## src/hdl/pspa_pkg.sv

```systemverilog
`timescale 1ns / 1ps

package pspa_pkg;

  // Field widths fixed by the transaction format
  localparam int PEER_W  = 8;
  localparam int STAMP_W = 32;
  localparam int MASK_W  = 8;
  localparam int SLOT_W  = 3;
  localparam int ENTRY_W = PEER_W + STAMP_W;

  typedef logic [PEER_W-1:0]  peer_t;
  typedef logic [STAMP_W-1:0] stamp_t;
  typedef logic [MASK_W-1:0]  mask_t;
  typedef logic [SLOT_W-1:0]  slot_t;

  // How the slot was chosen
  typedef enum logic [1:0] {
    OUT_HIT  = 2'd0,
    OUT_FREE = 2'd1,
    OUT_IDLE = 2'd2,
    OUT_LIVE = 2'd3
  } outcome_t;

  // Sequencer states
  typedef enum logic [1:0] {
    ST_IDLE,
    ST_SCAN,
    ST_FINISH
  } state_t;

  // Age compare verdict for one used slot
  typedef struct packed {
    logic take_any;
    logic take_idle;
  } age_cmp_t;

endpackage

```

## src/hdl/pspa_if.sv

```systemverilog
`timescale 1ns / 1ps

// Request channel: peer, time and live mask
interface pspa_req_if;
  import pspa_pkg::*;

  logic   valid;
  logic   ready;
  peer_t  peer_addr;
  stamp_t now_ms;
  mask_t  live_mask;

  modport source (output valid, output peer_addr, output now_ms, output live_mask,
                  input ready);
  modport sink   (input valid, input peer_addr, input now_ms, input live_mask,
                  output ready);
endinterface

// Response channel: chosen slot and outcome
interface pspa_rsp_if;
  import pspa_pkg::*;

  logic     valid;
  logic     ready;
  slot_t    slot_index;
  outcome_t outcome;

  modport source (output valid, output slot_index, output outcome, input ready);
  modport sink   (input valid, input slot_index, input outcome, output ready);
endinterface

```

## src/hdl/pspa_ram.sv

```systemverilog
`timescale 1ns / 1ps

// Simple dual-port RAM, registered read
module pspa_ram #(
  parameter int WIDTH  = 8,
  parameter int DEPTH  = 8,
  parameter int ADDR_W = (DEPTH > 1) ? $clog2(DEPTH) : 1
) (
  input  logic              clk,
  input  logic              we,
  input  logic [ADDR_W-1:0] waddr,
  input  logic [WIDTH-1:0]  wdata,
  input  logic              re,
  input  logic [ADDR_W-1:0] raddr,
  output logic [WIDTH-1:0]  rdata
);

  logic [WIDTH-1:0] mem [DEPTH];

  always_ff @(posedge clk) begin
    if (we) begin
      mem[waddr] <= wdata;
    end
    if (re) begin
      rdata <= mem[raddr];
    end
  end

endmodule

```

## src/hdl/pspa_age_unit.sv

```systemverilog
`timescale 1ns / 1ps

// Shared age unit: one wrapping subtract, compared against both running maxima
module pspa_age_unit (
  input  pspa_pkg::stamp_t   now_ms,
  input  pspa_pkg::stamp_t   stamp,
  input  logic               live,
  input  logic               have_any,
  input  pspa_pkg::stamp_t   any_age,
  input  logic               have_idle,
  input  pspa_pkg::stamp_t   idle_age,
  output pspa_pkg::stamp_t   age,
  output pspa_pkg::age_cmp_t cmp
);
  import pspa_pkg::*;

  // Modulo 2^32 age; strict greater keeps the earlier index on ties
  assign age = now_ms - stamp;

  always_comb begin
    cmp.take_any  = !have_any || (age > any_age);
    cmp.take_idle = !live && (!have_idle || (age > idle_age));
  end

endmodule

```

## src/hdl/per_peer_slot_allocator_lru.sv

```systemverilog
`timescale 1ns / 1ps

// Per-peer slot allocator with least-recently-used replacement.
// req (sink) carries peer_addr, now_ms and live_mask; rsp (source) returns
// slot_index and outcome (own hit, free slot, idle LRU reused, live LRU
// displaced). One response per request transaction.
// Peer and timestamp per slot live in one RAM; a sequencer reads one slot
// per cycle and feeds a single age subtract/compare unit. A matching peer
// ends the scan early. The scan reads the slots in turn through the one RAM
// read port; req.ready rises again in the cycle the response is shown, so
// a new request is taken only once the previous one has its response.
// The response sits in an output register; the next request may be
// accepted while it waits. If rsp is still stalled when the following
// result is ready, the sequencer holds in its final state until it drains.
// Reset clears the used bits and control; RAM contents need no clearing
// since only used slots are ever compared.
module per_peer_slot_allocator_lru #(
  parameter int NUM_SLOTS = 8
) (
  input  logic        clk,
  input  logic        rst,
  pspa_req_if.sink    req,
  pspa_rsp_if.source  rsp
);
  import pspa_pkg::*;

  localparam int IDX_W = (NUM_SLOTS > 1) ? $clog2(NUM_SLOTS) : 1;
  localparam int CNT_W = $clog2(NUM_SLOTS + 1);

  state_t state, state_next;

  // Latched request
  peer_t  peer_q;
  stamp_t now_q;
  mask_t  mask_q;

  // Scan pointer and read pipeline
  logic [CNT_W-1:0] scan_cnt;
  logic             rd_vld;
  logic [IDX_W-1:0] rd_idx;
  logic             rd_en;

  // Slot state
  logic [NUM_SLOTS-1:0] used;
  logic [NUM_SLOTS-1:0] live_vec;

  // Running selections
  logic             have_free, have_free_next;
  logic [IDX_W-1:0] free_idx, free_idx_next;
  logic             have_any, have_any_next;
  logic [IDX_W-1:0] any_idx, any_idx_next;
  stamp_t           any_age, any_age_next;
  logic             have_idle, have_idle_next;
  logic [IDX_W-1:0] idle_idx, idle_idx_next;
  stamp_t           idle_age, idle_age_next;

  // Decision
  logic             hit, last, done;
  logic [IDX_W-1:0] sel_idx, sel_idx_next;
  outcome_t         sel_out, sel_out_next;

  logic               ram_we;
  logic               fin_load;
  logic [ENTRY_W-1:0] rdata;
  peer_t              rd_peer;
  stamp_t             rd_stamp;
  stamp_t             age;
  age_cmp_t           cmp;

  assign rd_peer  = rdata[ENTRY_W-1:STAMP_W];
  assign rd_stamp = rdata[STAMP_W-1:0];

  // Slot memory: peer and last-touch stamp
  pspa_ram #(
    .WIDTH (ENTRY_W),
    .DEPTH (NUM_SLOTS),
    .ADDR_W(IDX_W)
  ) u_ram (
    .clk  (clk),
    .we   (ram_we),
    .waddr(sel_idx),
    .wdata({peer_q, now_q}),
    .re   (rd_en),
    .raddr(scan_cnt[IDX_W-1:0]),
    .rdata(rdata)
  );

  // Only the first eight slots have a live bit
  always_comb begin
    for (int i = 0; i < NUM_SLOTS; i++) begin
      live_vec[i] = (i < MASK_W) ? mask_q[3'(i)] : 1'b0;
    end
  end

  pspa_age_unit u_age (
    .now_ms   (now_q),
    .stamp    (rd_stamp),
    .live     (live_vec[rd_idx]),
    .have_any (have_any),
    .any_age  (any_age),
    .have_idle(have_idle),
    .idle_age (idle_age),
    .age      (age),
    .cmp      (cmp)
  );

  // Per-slot evaluation and final choice
  always_comb begin
    have_free_next = have_free;
    free_idx_next  = free_idx;
    have_any_next  = have_any;
    any_idx_next   = any_idx;
    any_age_next   = any_age;
    have_idle_next = have_idle;
    idle_idx_next  = idle_idx;
    idle_age_next  = idle_age;
    hit            = 1'b0;
    if (rd_vld) begin
      if (used[rd_idx] && (rd_peer == peer_q)) begin
        hit = 1'b1;
      end else if (!used[rd_idx]) begin
        if (!have_free) begin
          have_free_next = 1'b1;
          free_idx_next  = rd_idx;
        end
      end else begin
        if (cmp.take_any) begin
          have_any_next = 1'b1;
          any_idx_next  = rd_idx;
          any_age_next  = age;
        end
        if (cmp.take_idle) begin
          have_idle_next = 1'b1;
          idle_idx_next  = rd_idx;
          idle_age_next  = age;
        end
      end
    end
    last = rd_vld && (rd_idx == IDX_W'(NUM_SLOTS - 1));
    done = (state == ST_SCAN) && (hit || last);
    if (hit) begin
      sel_idx_next = rd_idx;
      sel_out_next = OUT_HIT;
    end else if (have_free_next) begin
      sel_idx_next = free_idx_next;
      sel_out_next = OUT_FREE;
    end else if (have_idle_next) begin
      sel_idx_next = idle_idx_next;
      sel_out_next = OUT_IDLE;
    end else begin
      sel_idx_next = any_idx_next;
      sel_out_next = OUT_LIVE;
    end
  end

  // Next state
  always_comb begin
    state_next = state;
    case (state)
      ST_IDLE: begin
        if (req.valid) state_next = ST_SCAN;
      end
      ST_SCAN: begin
        if (done) state_next = ST_FINISH;
      end
      ST_FINISH: begin
        if (!rsp.valid || rsp.ready) state_next = ST_IDLE;
      end
      default: state_next = ST_IDLE;
    endcase
  end

  // Sequencer outputs
  always_comb begin
    req.ready = 1'b0;
    rd_en     = 1'b0;
    ram_we    = 1'b0;
    fin_load  = 1'b0;
    case (state)
      ST_IDLE: begin
        req.ready = 1'b1;
      end
      ST_SCAN: begin
        rd_en = (scan_cnt < CNT_W'(NUM_SLOTS));
      end
      ST_FINISH: begin
        ram_we   = 1'b1;
        fin_load = !rsp.valid || rsp.ready;
      end
      default: ;
    endcase
  end

  // Control registers
  always_ff @(posedge clk) begin
    if (rst) begin
      state     <= ST_IDLE;
      rd_vld    <= 1'b0;
      used      <= '0;
      rsp.valid <= 1'b0;
    end else begin
      state  <= state_next;
      rd_vld <= rd_en;
      if (ram_we) used[sel_idx] <= 1'b1;
      if (fin_load) begin
        rsp.valid <= 1'b1;
      end else if (rsp.ready) begin
        rsp.valid <= 1'b0;
      end
    end
  end

  // Datapath registers
  always_ff @(posedge clk) begin
    rd_idx <= scan_cnt[IDX_W-1:0];
    if (req.valid && req.ready) begin
      peer_q    <= req.peer_addr;
      now_q     <= req.now_ms;
      mask_q    <= req.live_mask;
      scan_cnt  <= '0;
      have_free <= 1'b0;
      have_any  <= 1'b0;
      have_idle <= 1'b0;
    end else if (state == ST_SCAN) begin
      if (rd_en) scan_cnt <= scan_cnt + CNT_W'(1);
      have_free <= have_free_next;
      free_idx  <= free_idx_next;
      have_any  <= have_any_next;
      any_idx   <= any_idx_next;
      any_age   <= any_age_next;
      have_idle <= have_idle_next;
      idle_idx  <= idle_idx_next;
      idle_age  <= idle_age_next;
    end
    if (done) begin
      sel_idx <= sel_idx_next;
      sel_out <= sel_out_next;
    end
    if (fin_load) begin
      rsp.slot_index <= SLOT_W'(sel_idx);
      rsp.outcome    <= sel_out;
    end
  end

endmodule

```

## src/flat_wrapper.sv

```systemverilog
// flat-port wrapper written by rule: the top's interface ports become plain ports
module per_peer_slot_allocator_lru_flat import pspa_pkg::*;
#(
  parameter int NUM_SLOTS = 8
)
  (clk, rst, req_valid, req_peer_addr, req_now_ms, req_live_mask, req_ready, rsp_valid, rsp_slot_index, rsp_outcome, rsp_ready);
  pspa_req_if req_i ();
  pspa_rsp_if rsp_i ();
  input  logic clk;
  input  logic rst;
  input wire logic [$bits(req_i.valid)-1:0] req_valid;
  input wire logic [$bits(req_i.peer_addr)-1:0] req_peer_addr;
  input wire logic [$bits(req_i.now_ms)-1:0] req_now_ms;
  input wire logic [$bits(req_i.live_mask)-1:0] req_live_mask;
  output wire logic [$bits(req_i.ready)-1:0] req_ready;
  output wire logic [$bits(rsp_i.valid)-1:0] rsp_valid;
  output wire logic [$bits(rsp_i.slot_index)-1:0] rsp_slot_index;
  output wire logic [$bits(rsp_i.outcome)-1:0] rsp_outcome;
  input wire logic [$bits(rsp_i.ready)-1:0] rsp_ready;
  assign req_i.valid = req_valid;
  assign req_i.peer_addr = req_peer_addr;
  assign req_i.now_ms = req_now_ms;
  assign req_i.live_mask = req_live_mask;
  assign req_ready = req_i.ready;
  assign rsp_valid = rsp_i.valid;
  assign rsp_slot_index = rsp_i.slot_index;
  assign rsp_outcome = rsp_i.outcome;
  assign rsp_i.ready = rsp_ready;
  per_peer_slot_allocator_lru #(.NUM_SLOTS(NUM_SLOTS)) u_core (.clk(clk), .rst(rst), .req(req_i), .rsp(rsp_i));
endmodule
```

## config.mk

```make
export PLATFORM = sky130hd
export DESIGN_NAME = per_peer_slot_allocator_lru_flat
export DESIGN_NICKNAME = d
export VERILOG_FILES = /design/src/hdl/pspa_pkg.sv /design/src/hdl/pspa_if.sv /design/src/hdl/pspa_ram.sv /design/src/hdl/pspa_age_unit.sv /design/src/hdl/per_peer_slot_allocator_lru.sv /design/src/flat_wrapper.sv
export SDC_FILE = /design/constraint.sdc
export NUM_CORES = 1
export LEC_CHECK = 0
export BUFFER_PORTS_ARGS = -buffer_cell sky130_fd_sc_hd__clkbuf_2
export CORE_UTILIZATION = 56
export DETAILED_ROUTE_END_ITERATION = 10
export PLACE_DENSITY = 0.76
export SYNTH_ARGS = -nofsm -noshare
export SYNTH_HDL_FRONTEND = slang
export SYNTH_SLANG_ARGS = --single-unit
export TNS_END_PERCENT = 100
```

## constraint.sdc

```tcl
create_clock -name clk -period 5.3 [get_ports clk]
set_input_delay 0.53 -clock clk [delete_from_list [all_inputs] [get_ports clk]]
set_output_delay 0.53 -clock clk [all_outputs]
set_load 0.02 [all_outputs]
```

After elaboration in Yosys (flattened, before gate mapping). Memories as Yosys holds them, arrays and structs flattened. A register that Yosys moved wholly into a read port is not among the register bits. Cells that the tools add are included.

Logic and storage cells: 108. Input port bits: 52. Memories kept: 1. Output and inout port bits: 7. Register bits after elaboration: 149. Bits in writable memories: 320.

Memory list: u_core.u_ram.mem (words 8, bits a word 40, rd ports 1, clocked after Yosys merged registers in 1, write ports 1, line pspa_ram.sv:18) `logic [WIDTH-1:0] mem [DEPTH];`.

$lt $le $gt $ge: 6. Multiplexer cells: 44. Reductions and logical operators: 23. Bitwise operators: 3. Equality and inequality tests: 7. Add/sub/neg operators: 2.

Operator list (number): $gt A32 B32 Y1 (2); $mux W3 (15); $sub A32 B32 Y32 (1); $mux W1 (22); $reduce_and A6 Y1 (2); $eq A8 B8 Y1 (1); $lt A3 B4 Y1 const B (2); $or A8 B8 Y8 (1); $bmux W1 S3 (2); $logic_and A1 B1 Y1 (6); $mux W2 (3); $pmux W2 S3 (1); $reduce_and A5 Y1 (1); $add A4 B1 Y4 const B (1); $logic_not A1 Y1 (4); $logic_or A1 B1 Y1 (4); $lt A4 B4 Y1 const B (1); $ne A2 B1 Y1 const B (2); $reduce_and A2 Y1 (2); $demux W1 S3 (1); $eq A3 B3 Y1 const B (1); $ge A3 B1 Y1 const B (1); $reduce_and A3 Y1 (1); $eq A2 B1 Y1 const B (1); other kinds (6) (7).

Longest topological paths before layout. Gate-level depths: netlist of the first run.

Depth in word-level cells: 11. Depth in mapped cells: 22. Depth with buffers taken out: 22.

Hierarchy. A second synthesis of the first run with hierarchy kept.

Cell total of the unflattened synthesis: 1314. Area, all modules: 22352.7 um^2.

Modules (own cells, without submodules): pspa_ram (cells each 515, times used 1, area an instance 13571.8 um^2); per_peer_slot_allocator_lru (cells each 284, times used 1, area an instance 5197.5 um^2); pspa_age_unit (cells each 515, times used 1, area an instance 3583.4 um^2).

Least setup slack after synthesis of the first run. OpenSTA, ideal clock, no wires.

Path type: register to register. Start point: reg u_core.now_q[0]. End point: reg u_core.idle_age[0] (enable). Data arrival time: 5.156 ns. Buffers on the path: 0. Setup slack: -0.277 ns. Data required time: 4.879 ns. Stages on the path, launching flop included: 19. Cell sequence: edfxtp_1 inv_1 ha_1 fa_1 nor2b_1 o31a_1 o31ai_2 a2111oi_4 a2111oi_4 o41ai_4 a31oi_1 nor2b_1 xnor2_1 ha_1 nand4_1 nor4_1 o41ai_1 a21o_1 nor2_1.

Cells in the longest elaborated chain, start to end: 5.

RTL lines: start, declared (line per_peer_slot_allocator_lru.sv:34) `stamp_t now_q;`; start signal, assigned (line per_peer_slot_allocator_lru.sv:218) `now_q <= req.now_ms;`; $sub A32 B32 Y32 (line pspa_age_unit.sv:18) `assign age = now_ms - stamp;`; named net u_core.age[28] (line per_peer_slot_allocator_lru.sv:67) `stamp_t age;`; $gt A32 B32 Y1 (line pspa_age_unit.sv:22) `cmp.take_idle = !live && (!have_idle || (age > idle_age));`; $logic_or A1 B1 Y1 (line pspa_age_unit.sv:22); $logic_and A1 B1 Y1 (line pspa_age_unit.sv:22); $reduce_and A6 Y1 (no source line); end signal, assigned (line per_peer_slot_allocator_lru.sv:233) `idle_age <= idle_age_next;`; end, declared (line per_peer_slot_allocator_lru.sv:55) `stamp_t idle_age, idle_age_next;`.

The timed path passes the listed nets, and every way through them passes these cells. A chain may end at the register's enable or synchronous reset.

Worst setup path in the final report of the first run.
Start point: reg u_core.now_q[0]. End point: reg u_core.sel_idx[0] (data pin).

Cells in the longest elaborated chain, start to end: 11. Elaborated cells on any way between the ends: 21. Classes of those cells: add/sub: 1; order compare: 2; mux: 15; reduce/logical: 3.

RTL lines: $sub A32 B32 Y32 * (line pspa_age_unit.sv:18); named net u_core.age[28] (line per_peer_slot_allocator_lru.sv:67); $gt A32 B32 Y1 (line pspa_age_unit.sv:22); $logic_or A1 B1 Y1 (line pspa_age_unit.sv:22); $logic_and A1 B1 Y1 (line pspa_age_unit.sv:22); $mux W3 / $mux W1 (equally long branches) (line per_peer_slot_allocator_lru.sv:132) `if (cmp.take_idle) begin`; $mux W3 / $mux W1 (equally long branches) (line per_peer_slot_allocator_lru.sv:121) `end else if (!used[rd_idx]) begin`; $mux W3 / $mux W1 (equally long branches) (line per_peer_slot_allocator_lru.sv:119) `if (used[rd_idx] && (rd_peer == peer_q)) begin`; $mux W3 / $mux W1 (equally long branches) (line per_peer_slot_allocator_lru.sv:118) `if (rd_vld) begin`; $mux W3 * (line per_peer_slot_allocator_lru.sv:147) `end else if (have_idle_next) begin`; $mux W3 * (line per_peer_slot_allocator_lru.sv:144) `end else if (have_free_next) begin`; $mux W3 * (line per_peer_slot_allocator_lru.sv:141) `if (hit) begin`; named net u_core.sel_idx_next[0] (line per_peer_slot_allocator_lru.sv:59) `logic [IDX_W-1:0] sel_idx, sel_idx_next;`; end signal, assigned (line per_peer_slot_allocator_lru.sv:236) `sel_idx <= sel_idx_next;`; end, declared (line per_peer_slot_allocator_lru.sv:59).

The timed path passes the listed nets; every way through them passes the cells marked *.

==> run metrics, run 1 <==
status complete, no violations; Reg clk slew, reported paths 0.06 ns; Most used DFF post-synth edfxtp_1; Flop pwr share 0.493; final wirelength 40900 µm; CTS buffer count 50; P&R area growth vs syn 14.9%; CTS Buffer Depth 3; CP Class reg2reg; total die area 39000 µm²; setup ws final 0.0557 ns; CP max FO 4; Crit. End Element flop; Rel. slew slack 0.300; Worst-Margin Slew 1.05 ns; Max Cap Viol 0; post-synth top area cell edfxtp_1; Synth top area share 0.683; final hold vios 0; TritonCTS clock tree done; slowest stage delay, CP 0.49 ns; # clock sinks 509; Pwr per Cell Area 387 nW/µm²; drt initial violations 880; Fillers 2562; data required time at the worst endpoint 5.60 ns; combinational share of power 0.129; Post-Syn Area 21400 µm²; commonest cells after routing, fill and taps aside edfxtp_1, inv_1, ha_1; Sw Share 0.232; Final min period 5.24 ns; Worst setup SP type flop; ANT cells 0; top cells by area, synth edfxtp_1, mux4_2, ha_1; Die W 198 µm; grt ovf 0; global-route wire length before repair 62700 µm; pre-CTS setup slack -0.0414 ns; Core Region 37700 µm²; Setup Skew 0.0172 ns; EDFF count, synth 487; crit-path most repeated cell a2111oi_4; slowest cell on the critical path a2111oi_4; antenna-violating nets left 0; Nets 1492; Leakage Power 8.67 nW; Clk Latency, worst-skew pair 0.58 ns; design area 24600 µm²; switching power 2.21 mW; Post-synth ARST share 0; HPWL after detailed placement 24400 µm; Vias/cell 5.77; worst vdd ir 338 µV; CP arrival 5.54 ns; port bufs 54; Starting Density 0.568; worst path cell trace inv_2 -> ha_4 -> fa_2 -> nor2b_4 -> o31a_1 -> o31ai_4 -> a2111oi_4 -> a2111oi_4 -> o41ai_4 -> a31oi_2 -> nor2b_1 -> xnor2_2 -> ha_1 -> nand4_1 -> a2111oi_2 -> a211oi_2 -> a311oi_2 -> buf_4 -> mux2i_4 -> a221oi_2; area of placed instances 22600 µm²; pin count of the biggest net entering global routing 65; Total GRT Usage 0.216; number of global-route vias before repair 11200; commonest non-fill, non-tap cell in the layout edfxtp_1; fraction of layout cells with a size suffix above 1 0.259; total chip power 9.51 mW; Clk network pwr share 0.377; num rows 71; final worst path period share 0.989; pins over their slew limit 0; Hold Path Class in2reg; synth warn 0; Pint 7.30 mW; Die H 198 µm; Cell variety after synth 61; RSZ-0062 raised after global routing yes; #FFs+latches synth 509; DR vias 10900; number of endpoints failing setup at the final stage 0; GPL Wtd Cong 0.806; Syn Nets 1367; FMAX 0.191 GHz; DRT Pass-1 Iters 5; CTS H-Tree Depth 2; Cells after Synth 1218; wire per inst 21.6 µm; # IOs 59; mean post-synth cell area 17.6 µm²; sequential-to-total area share from yosys stat 0.704; Clock Tree Root clkbuf_16; initial antenna violation count 0; Residual DRC 0
==> sequential cells by signal (all words and copies together) (netlist names), 4 cells and up <==
| signal | count |
|---|---|
| u_core.u_ram.mem | 320 |
| u_core.u_ram.rdata | 40 |
| u_core.any_age | 32 |
| u_core.idle_age | 32 |
| u_core.now_q | 32 |
| u_core.peer_q | 8 |
| u_core.used | 8 |
| u_core.mask_q | 4 |
| u_core.scan_cnt | 4 |
==> area by class of cell <==
cell class              count  area [µm²]  share of cell area
inverters                 116         435              0.0177
repair buffers            102         684              0.0278
multi-input cells         564        6090               0.247
well taps                 511         639              0.0260
clock buffers              67        1390              0.0563
flip-flops and latches    509       15100               0.613
clock inverters            26         302              0.0123
==> layer usage <==
metal  up-vias  track usage  share of wire
met5         -            0              0
met4         0       0.0703          0.023
met3        56       0.0312          0.046
met2       275        0.359           0.50
met1      5581        0.296           0.43
li1       5013            -              -
==> cell usage after synthesis (3+ instances only) <==
| cell | n |
|---|---|
| o22ai_1 | 5 |
| and2_1 | 7 |
| nor2_1 | 47 |
| nor3_1 | 8 |
| mux4_2 | 83 |
| ha_1 | 96 |
| buf_1 | 9 |
| o31a_1 | 3 |
| a21oi_1 | 45 |
| clkbuf_1 | 16 |
| a211oi_1 | 4 |
| o21ai_0 | 18 |
| mux2_2 | 41 |
| nor2b_1 | 14 |
| nor4_1 | 6 |
| nand2b_1 | 8 |
| xor2_1 | 16 |
| inv_1 | 116 |
| nand4_1 | 17 |
| o21bai_1 | 6 |
| nand2_1 | 22 |
| a221oi_1 | 4 |
| mux2i_1 | 7 |
| edfxtp_1 | 487 |
| buf_2 | 3 |
| xnor2_1 | 22 |
| nand3_1 | 7 |
| a211o_1 | 3 |
| o21ba_2 | 4 |
| dfxtp_1 | 22 |
| a31oi_1 | 5 |
| o21a_1 | 13 |
| a21o_1 | 19 |
==> power by group through the flow <==
stage	clock network, mW	registers, mW	logic (mW)
after detailed placement	0	4.78	1.15
after global placement	0	4.77	1.11
after global routing	3.81	4.71	1.36
after floorplan	0	4.67	0.937
after CTS	3.66	4.69	1.17
final	3.59	4.69	1.23
==> worst paths after layout <==
| path | startpoint | to | cells past startpoint | slack, ns |
|---|---|---|---|---|
| hold / removal | req_now_ms[14] | u_core.now_q[14] | 1 | 0.13 |
| hold reg to reg | u_core.sel_out[1] | u_core.rsp.outcome[1] | 0 | 0.42 |
| setup / recovery | u_core.now_q[0] | u_core.sel_idx[0] | 20 | 0.06 |
| setup reg to reg | u_core.now_q[0] | u_core.sel_idx[0] | 20 | 0.06 |
==> stage by stage <==
stage	setup TNS, ns	util	std cells	hold WS [ns]
detailed placement	-0.0732	0.600	1788	0.409
finish	0	0.653	1895	0.127
global route	-3.46	0.653	1895	0.106
floorplan	0	-	1218	0.329
CTS	0	0.645	1881	0.104
global placement	0	0.600	1788	0.407
==> cell families after synthesis <==
family | share of synthesized area
AND/OR/NAND/NOR | 0.0344
multiplexers | 0.112
buffers and inverters | 0.0258
flip-flops | 0.704
XOR/XNOR | 0.0155
adder cells (fa/ha/maj) | 0.0570
AO/OA/AOI/OAI | 0.0515
==> repair_timing <==
action	4_1_cts	5_1_grt
setup endpoints to repair	38	74
gates cloned	0	0
setup buffers	0	14
gates resized for setup	3	40
pin swaps	1	22
hold buffers	0	0
==> worst max-delay path, delay by kind of cell, from the launching register on <==
family	cells	cell delay (ns)
adders and majority gates	3	0.89
and+or+nand+nor	3	0.51
xor gates and xnor gates	1	0.17
muxes	1	0.26
AOI/OAI and AO/OA	10	2.42
DFF	1	0.41
buffers and inverters	2	0.31
(Power assumes the default switching activity.)
==> run 2, diff against run 1 <==
Settings changed: CORE_UTILIZATION 56 to 57, PLACE_DENSITY 0.76 to 0.74.
Clock period 5.3 ns to 5.4 ns, I/O delays scaled along.
==> run 2 against run 1 <==
Net effect:
- sequential share of layout area rose by 1.3 points
- sequential power is 3% lower
- critical endpoint unchanged
- critical path type unchanged
- utilization rose by 0.17 points
- critical path depth unchanged
- die area fell by 1.7%
- clock skew increased by 0.0047 ns
- worst setup slack gained 0.20 ns
- register-to-register slack better by 0.20 ns
==> run metrics, run 2 (synthesis gave the netlist of run 1 again) <==
commonest cells after routing, fill and taps aside edfxtp_1, inv_1, ha_1; largest reg by FF count u_core.u_ram.mem; Setup TNS 0 ns (unchanged); Starting Density 0.582 (+0.0136); Pwr per Cell Area 375 nW/µm² (-3.0%); final wirelength 39700 µm (-3.0%); ANT cells 0 (unchanged); fraction of layout cells with a size suffix above 1 0.230 (-0.0292); Final min period 5.15 ns (-0.0961 ns); FMAX 0.194 GHz (+1.9%); port bufs 54 (unchanged); pins over their slew limit 0 (unchanged); Leakage Power 8.51 nW (-1.8%); design area 24100 µm² (-2.1%); Fillers 2501 (-2.4%); DRT Pass-1 Iters 5 (unchanged); grt ovf 0 (unchanged); commonest non-fill, non-tap cell in the layout edfxtp_1; CP arrival 5.44 ns (-0.10 ns); Residual DRC 0 (unchanged); Die H 196 µm (-0.87%); global-route wire length before repair 61600 µm (-1.8%); Nets 1473 (-1.3%); Worst-Margin Slew 0.838 ns (-0.213 ns); total die area 38300 µm² (-1.7%); worst vdd ir 324 µV (-4.2%); final worst path period share 0.953 (-0.0361); Clk Latency, worst-skew pair 0.56 ns (-0.02 ns); Hold WS 0.153 ns (+0.0257 ns); Setup Skew 0.0219 ns (+0.00469 ns); data required time at the worst endpoint 5.70 ns (+0.10 ns); R2R Setup Slk 0.25 ns (+0.20 ns); CP max FO 6 (+2); Total GRT Usage 0.214 (-0.00238); RSZ-0062 raised after global routing yes; final hold vios 0 (unchanged); Hold Path Class in2reg; CTS H-Tree Depth 2 (unchanged); antenna-violating nets left 0 (unchanged); HPWL after detailed placement 23900 µm (-2.1%); GPL Wtd Cong 0.861 (+6.9%); CP Class reg2reg; hold-fix buffers at CTS 0 (unchanged); # IOs 59 (unchanged); Reg clk slew, reported paths 0.06 ns (about the same); largest registers u_core.u_ram.mem x320, u_core.u_ram.rdata x40; Rel. slew slack 0.436 (+0.137); drt initial violations 687 (-22%); P&R area growth vs syn 12.5%; number of global-route vias before repair 10900 (-2.2%); final core occ 0.655 (+0.00173); pin count of the biggest net entering global routing 85 (+31%); Crit. End Element flop; Max Cap Viol 0 (unchanged); Core Region 36800 µm² (-2.3%); area of placed instances 22500 µm² (-0.51%); Die W 196 µm (-0.87%); status complete, no violations; max reg flops 320 (unchanged); initial antenna violation count 0 (unchanged); DR vias 10600 (-2.6%); Worst setup SP type flop; wire per inst 21.7 µm (+0.57%); num rows 70 (-1.4%); footprint of the multi-input gates 5930 µm² (-2.7%); TritonCTS clock tree done; Vias/cell 5.82 (+0.93%); CTS Buffer Depth 3 (unchanged); sequential cell area 15100 µm² (unchanged); number of endpoints failing setup at the final stage 0 (unchanged); Clock Tree Root clkbuf_16; # clock sinks 509 (unchanged); CTS buffer count 49 (-2.0%)
## run 2: final cells by class
| type | count | area share |
|---|---|---|
| clock buffer | 61 | 0.0528 |
| clock inverter | 26 | 0.0107 |
| inverter | 116 | 0.0181 |
| multi-input combinational | 564 | 0.246 |
| sequential | 509 | 0.626 |
| tap | 468 | 0.0243 |
| timing repair buffer | 84 | 0.0226 |
## run 2: metal layers
metal	vias to the layer above	share of wire	GRT usage	routed length, µm
li1	4965	-	-	-
met1	5400	0.46	0.308	18300
met2	216	0.48	0.348	19100
met3	56	0.039	0.0284	1560
met4	0	0.019	0.0561	768
met5	-	0	0	0
## run 2: repair_timing
action,4_1_cts,5_1_grt
pin swaps,0,3
setup endpoints to repair,71,74
buffers inserted,0,4
resized for setup,3,10
gates cloned,0,0
## run 2: metrics by stage
stage	cells	total power, mW	setup WS [ns]
3_3_place_gp	1737	5.78	0.0174
5_1_grt	1828	9.37	-0.0234
3_5_place_dp	1737	5.81	-0.114
4_1_cts	1824	9.09	0.00995
2_1_floorplan	1218	5.50	0.0773
6_report	1828	9.03	0.252
## run 2: worst paths after layout
kind                      from                    end  cells after the start
max reg2reg    u_core.now_q[2]      u_core.sel_idx[0]                     20
max            u_core.now_q[2]      u_core.sel_idx[0]                     20
min           req_live_mask[0]       u_core.mask_q[0]                      1
min reg2reg  u_core.sel_out[1]  u_core.rsp.outcome[1]                      0
## run 2: power breakdown
group,internal (mW),switching [mW],total (mW),leakage [nW]
registers,4.46,0.0830,4.54,4.60
clock network,1.90,1.38,3.28,0.747
logic,0.571,0.632,1.20,3.16
## run 2: critical path, stage by stage, from the launching register on
cell and delay [ns]:
edfxtp_1 0.49, ha_1 0.38, o21a_1 0.19, o31a_1 0.12
o31a_1 0.27, a2111oi_2 0.30, o21bai_1 0.19, o311ai_2 0.37
and2b_1 0.21, o21bai_1 0.09, xor2_1 0.18, ha_1 0.32
nand4_1 0.20, nor2_1 0.19, a2111oi_2 0.08, a2111oi_2 0.43
a211oi_2 0.10, a311oi_2 0.22, buf_4 0.18, mux2i_1 0.25
a221oi_1 0.13
==> run 3, diff against run 2 <==
Settings changed: BUFFER_PORTS_ARGS -buffer_cell sky130_fd_sc_hd__clkbuf_2 to -buffer_cell sky130_fd_sc_hd__buf_2.
==> run 3 against run 2 <==
Net effect:
- final cell count down 0.16%
- die area unchanged
- clock-buffer cell count up 2
- routed wire length up 1.5%
- flip-flop and latch count unchanged
- final area down 0.19%
- sequential power about the same
- global-route usage up 0.44 points
- critical path depth up 2
- utilization down 0.12 points
- power down 0.66%
- critical endpoint is now u_core.sel_idx[2]
==> run metrics, run 3 (synthesis gave the netlist of run 1 again) <==
Clock Tree Root clkbuf_16; P&R area growth vs syn 12.3%; M2 GR Usage 0.364 (+0.0156); total chip power 8.97 mW (-0.66%); Die H 196 µm (unchanged); GPL Wtd Cong 0.843 (-2.1%); number of global-route vias before repair 11000 (+0.52%); design area 24100 µm² (-0.19%); Clk network pwr share 0.360 (-0.004); hold-fix buffers at CTS 0 (unchanged); Total GRT Usage 0.218 (+0.00435); CTS H-Tree Depth 2 (unchanged); commonest non-fill, non-tap cell in the layout edfxtp_1; commonest cells after routing, fill and taps aside edfxtp_1, inv_1, ha_1; reg2reg path depth 22 (+10%); Hold Path Class in2reg; Flop pwr share 0.508 (+0.005); Setup Skew 0.00925 ns (-0.0126 ns); CTS buffer count 50 (+2.0%); # IOs 59 (unchanged); Sw Share 0.232 (about the same); worst vdd ir 286 µV (-12%); max reg flops 320 (unchanged); pin count of the biggest net entering global routing 85 (unchanged); antenna-violating nets left 0 (unchanged); global-route wire length before repair 62800 µm (+2.0%); largest reg by FF count u_core.u_ram.mem; Pint 6.89 mW (-0.63%); num rows 70 (unchanged); Max Cap Viol 0 (unchanged); CTS Buffer Depth 3 (unchanged); Rel. slew slack 0.278 (-0.158); total die area 38300 µm² (unchanged); grt ovf 0 (unchanged); Pwr per Cell Area 373 nW/µm² (-0.47%); setup ws final 0.234 ns (-0.0181 ns); most used routing layer met2; Residual DRC 0 (unchanged); Fillers 2486 (-0.60%); Leakage Power 8.47 nW (-0.55%); final hold vios 0 (unchanged); pre-CTS setup slack 0.112 ns (+0.226 ns); Final min period 5.17 ns (+0.0181 ns); TritonCTS clock tree done; # clock sinks 509 (unchanged); final wirelength 40300 µm (+1.5%); CP Class reg2reg; area of placed instances 22500 µm² (unchanged); final worst path period share 0.957 (+0.00335); Starting Density 0.582 (unchanged); largest registers u_core.u_ram.mem x320, u_core.u_ram.rdata x40; final core occ 0.654 (-0.00122); Crit. End Element flop; WHS Path Cells 1 (unchanged); DR vias 10800 (+1.2%); pins over their slew limit 0 (unchanged); CP arrival 5.52 ns (+0.08 ns); FMAX 0.194 GHz (-0.35%); GRT met3 Usage 0.0275 (-0.000860); Nets 1471 (-0.14%); HPWL after detailed placement 24400 µm (+1.9%); Die W 196 µm (unchanged); drt initial violations 786 (+14%); fraction of layout cells with a size suffix above 1 0.226 (-0.00391); Worst-Margin Slew 1.07 ns (+0.236 ns); switching power 2.08 mW (-0.75%); Hold WS 0.155 ns (+0.00260 ns); initial antenna violation count 0 (unchanged); status complete, no violations; Vias/cell 5.90 (+1.3%); ANT cells 0 (unchanged); Worst setup SP type flop; DRT Pass-1 Iters 5 (unchanged); port bufs 54 (unchanged); CP max FO 3 (-3); Final Non-Filler Cells 1825 (-0.16%); number of endpoints failing setup at the final stage 0 (unchanged); Reg clk slew, reported paths 0.06 ns (about the same); placed cell count 1737 (unchanged); wire per inst 22.1 µm (+1.6%); combinational share of power 0.132 (about the same); met1 Use GR 0.306 (-0.00258); Core Region 36800 µm² (unchanged); data required time at the worst endpoint 5.75 ns (+0.05 ns); Clk Latency, worst-skew pair 0.56 ns (about the same); Setup TNS 0 ns (unchanged)
==> run 3: worst paths after layout <==
path / start / endpoint / slack [ns]
hold / removal: req_peer_addr[5] / u_core.peer_q[5] / 0.16
hold reg to reg: u_core.sel_out[0] / u_core.rsp.outcome[0] / 0.42
setup / recovery: u_core.now_q[0] / u_core.sel_idx[2] / 0.23
setup reg to reg: u_core.now_q[0] / u_core.sel_idx[2] / 0.23
==> run 3: critical path: stages (launching register included) <==
cell       delay (ns)
edfxtp_1         0.36
inv_1            0.06
ha_1             0.21
fa_1             0.41
nor2b_1          0.19
o31a_1           0.22
o31ai_2          0.11
a2111oi_4        0.44
a2111oi_4        0.11
o41ai_4          0.38
nand3_1          0.11
and2_1           0.17
xnor2_1          0.25
buf_4            0.18
ha_1             0.23
a21o_1           0.16
a21oi_1          0.21
o2111ai_1        0.17
a211oi_1         0.27
a311oi_2         0.08
buf_4            0.18
mux2i_1          0.13
a221oi_1         0.35
==> run 3: layer usage <==
metal	routed length, µm	vias to the layer above
met4	887	0
met1	17600	5461
met3	1970	52
met2	19800	283
met5	0	-
li1	-	4964
==> run 3: layout make-up <==
cell class	count	area [µm²]	area share
Tap cell	468	586	0.0243
Timing Repair Buffer	81	523	0.0217
Clock inverter	24	189	0.00786
Inverter	116	435	0.0181
Multi-Input combinational cell	564	5920	0.246
Clock buffer	63	1320	0.0549
Sequential cell	509	15100	0.627
==> run 3: repair_timing <==
item                                    in CTS  in global routing
endpoints found under the setup margin       0                 74
resized for setup                            0                 12
setup buffers                                0                  1
==> run 3: power by group through the flow <==
| stage | Combinational (mW) | Clock, mW | Sequential (mW) |
|---|---|---|---|
| 2_1_floorplan | 0.920 | 0 | 4.58 |
| 3_3_place_gp | 1.15 | 0 | 4.64 |
| 3_5_place_dp | 1.17 | 0 | 4.64 |
| 4_1_cts | 1.18 | 3.29 | 4.56 |
| 5_1_grt | 1.32 | 3.43 | 4.57 |
| 6_report | 1.19 | 3.23 | 4.56 |
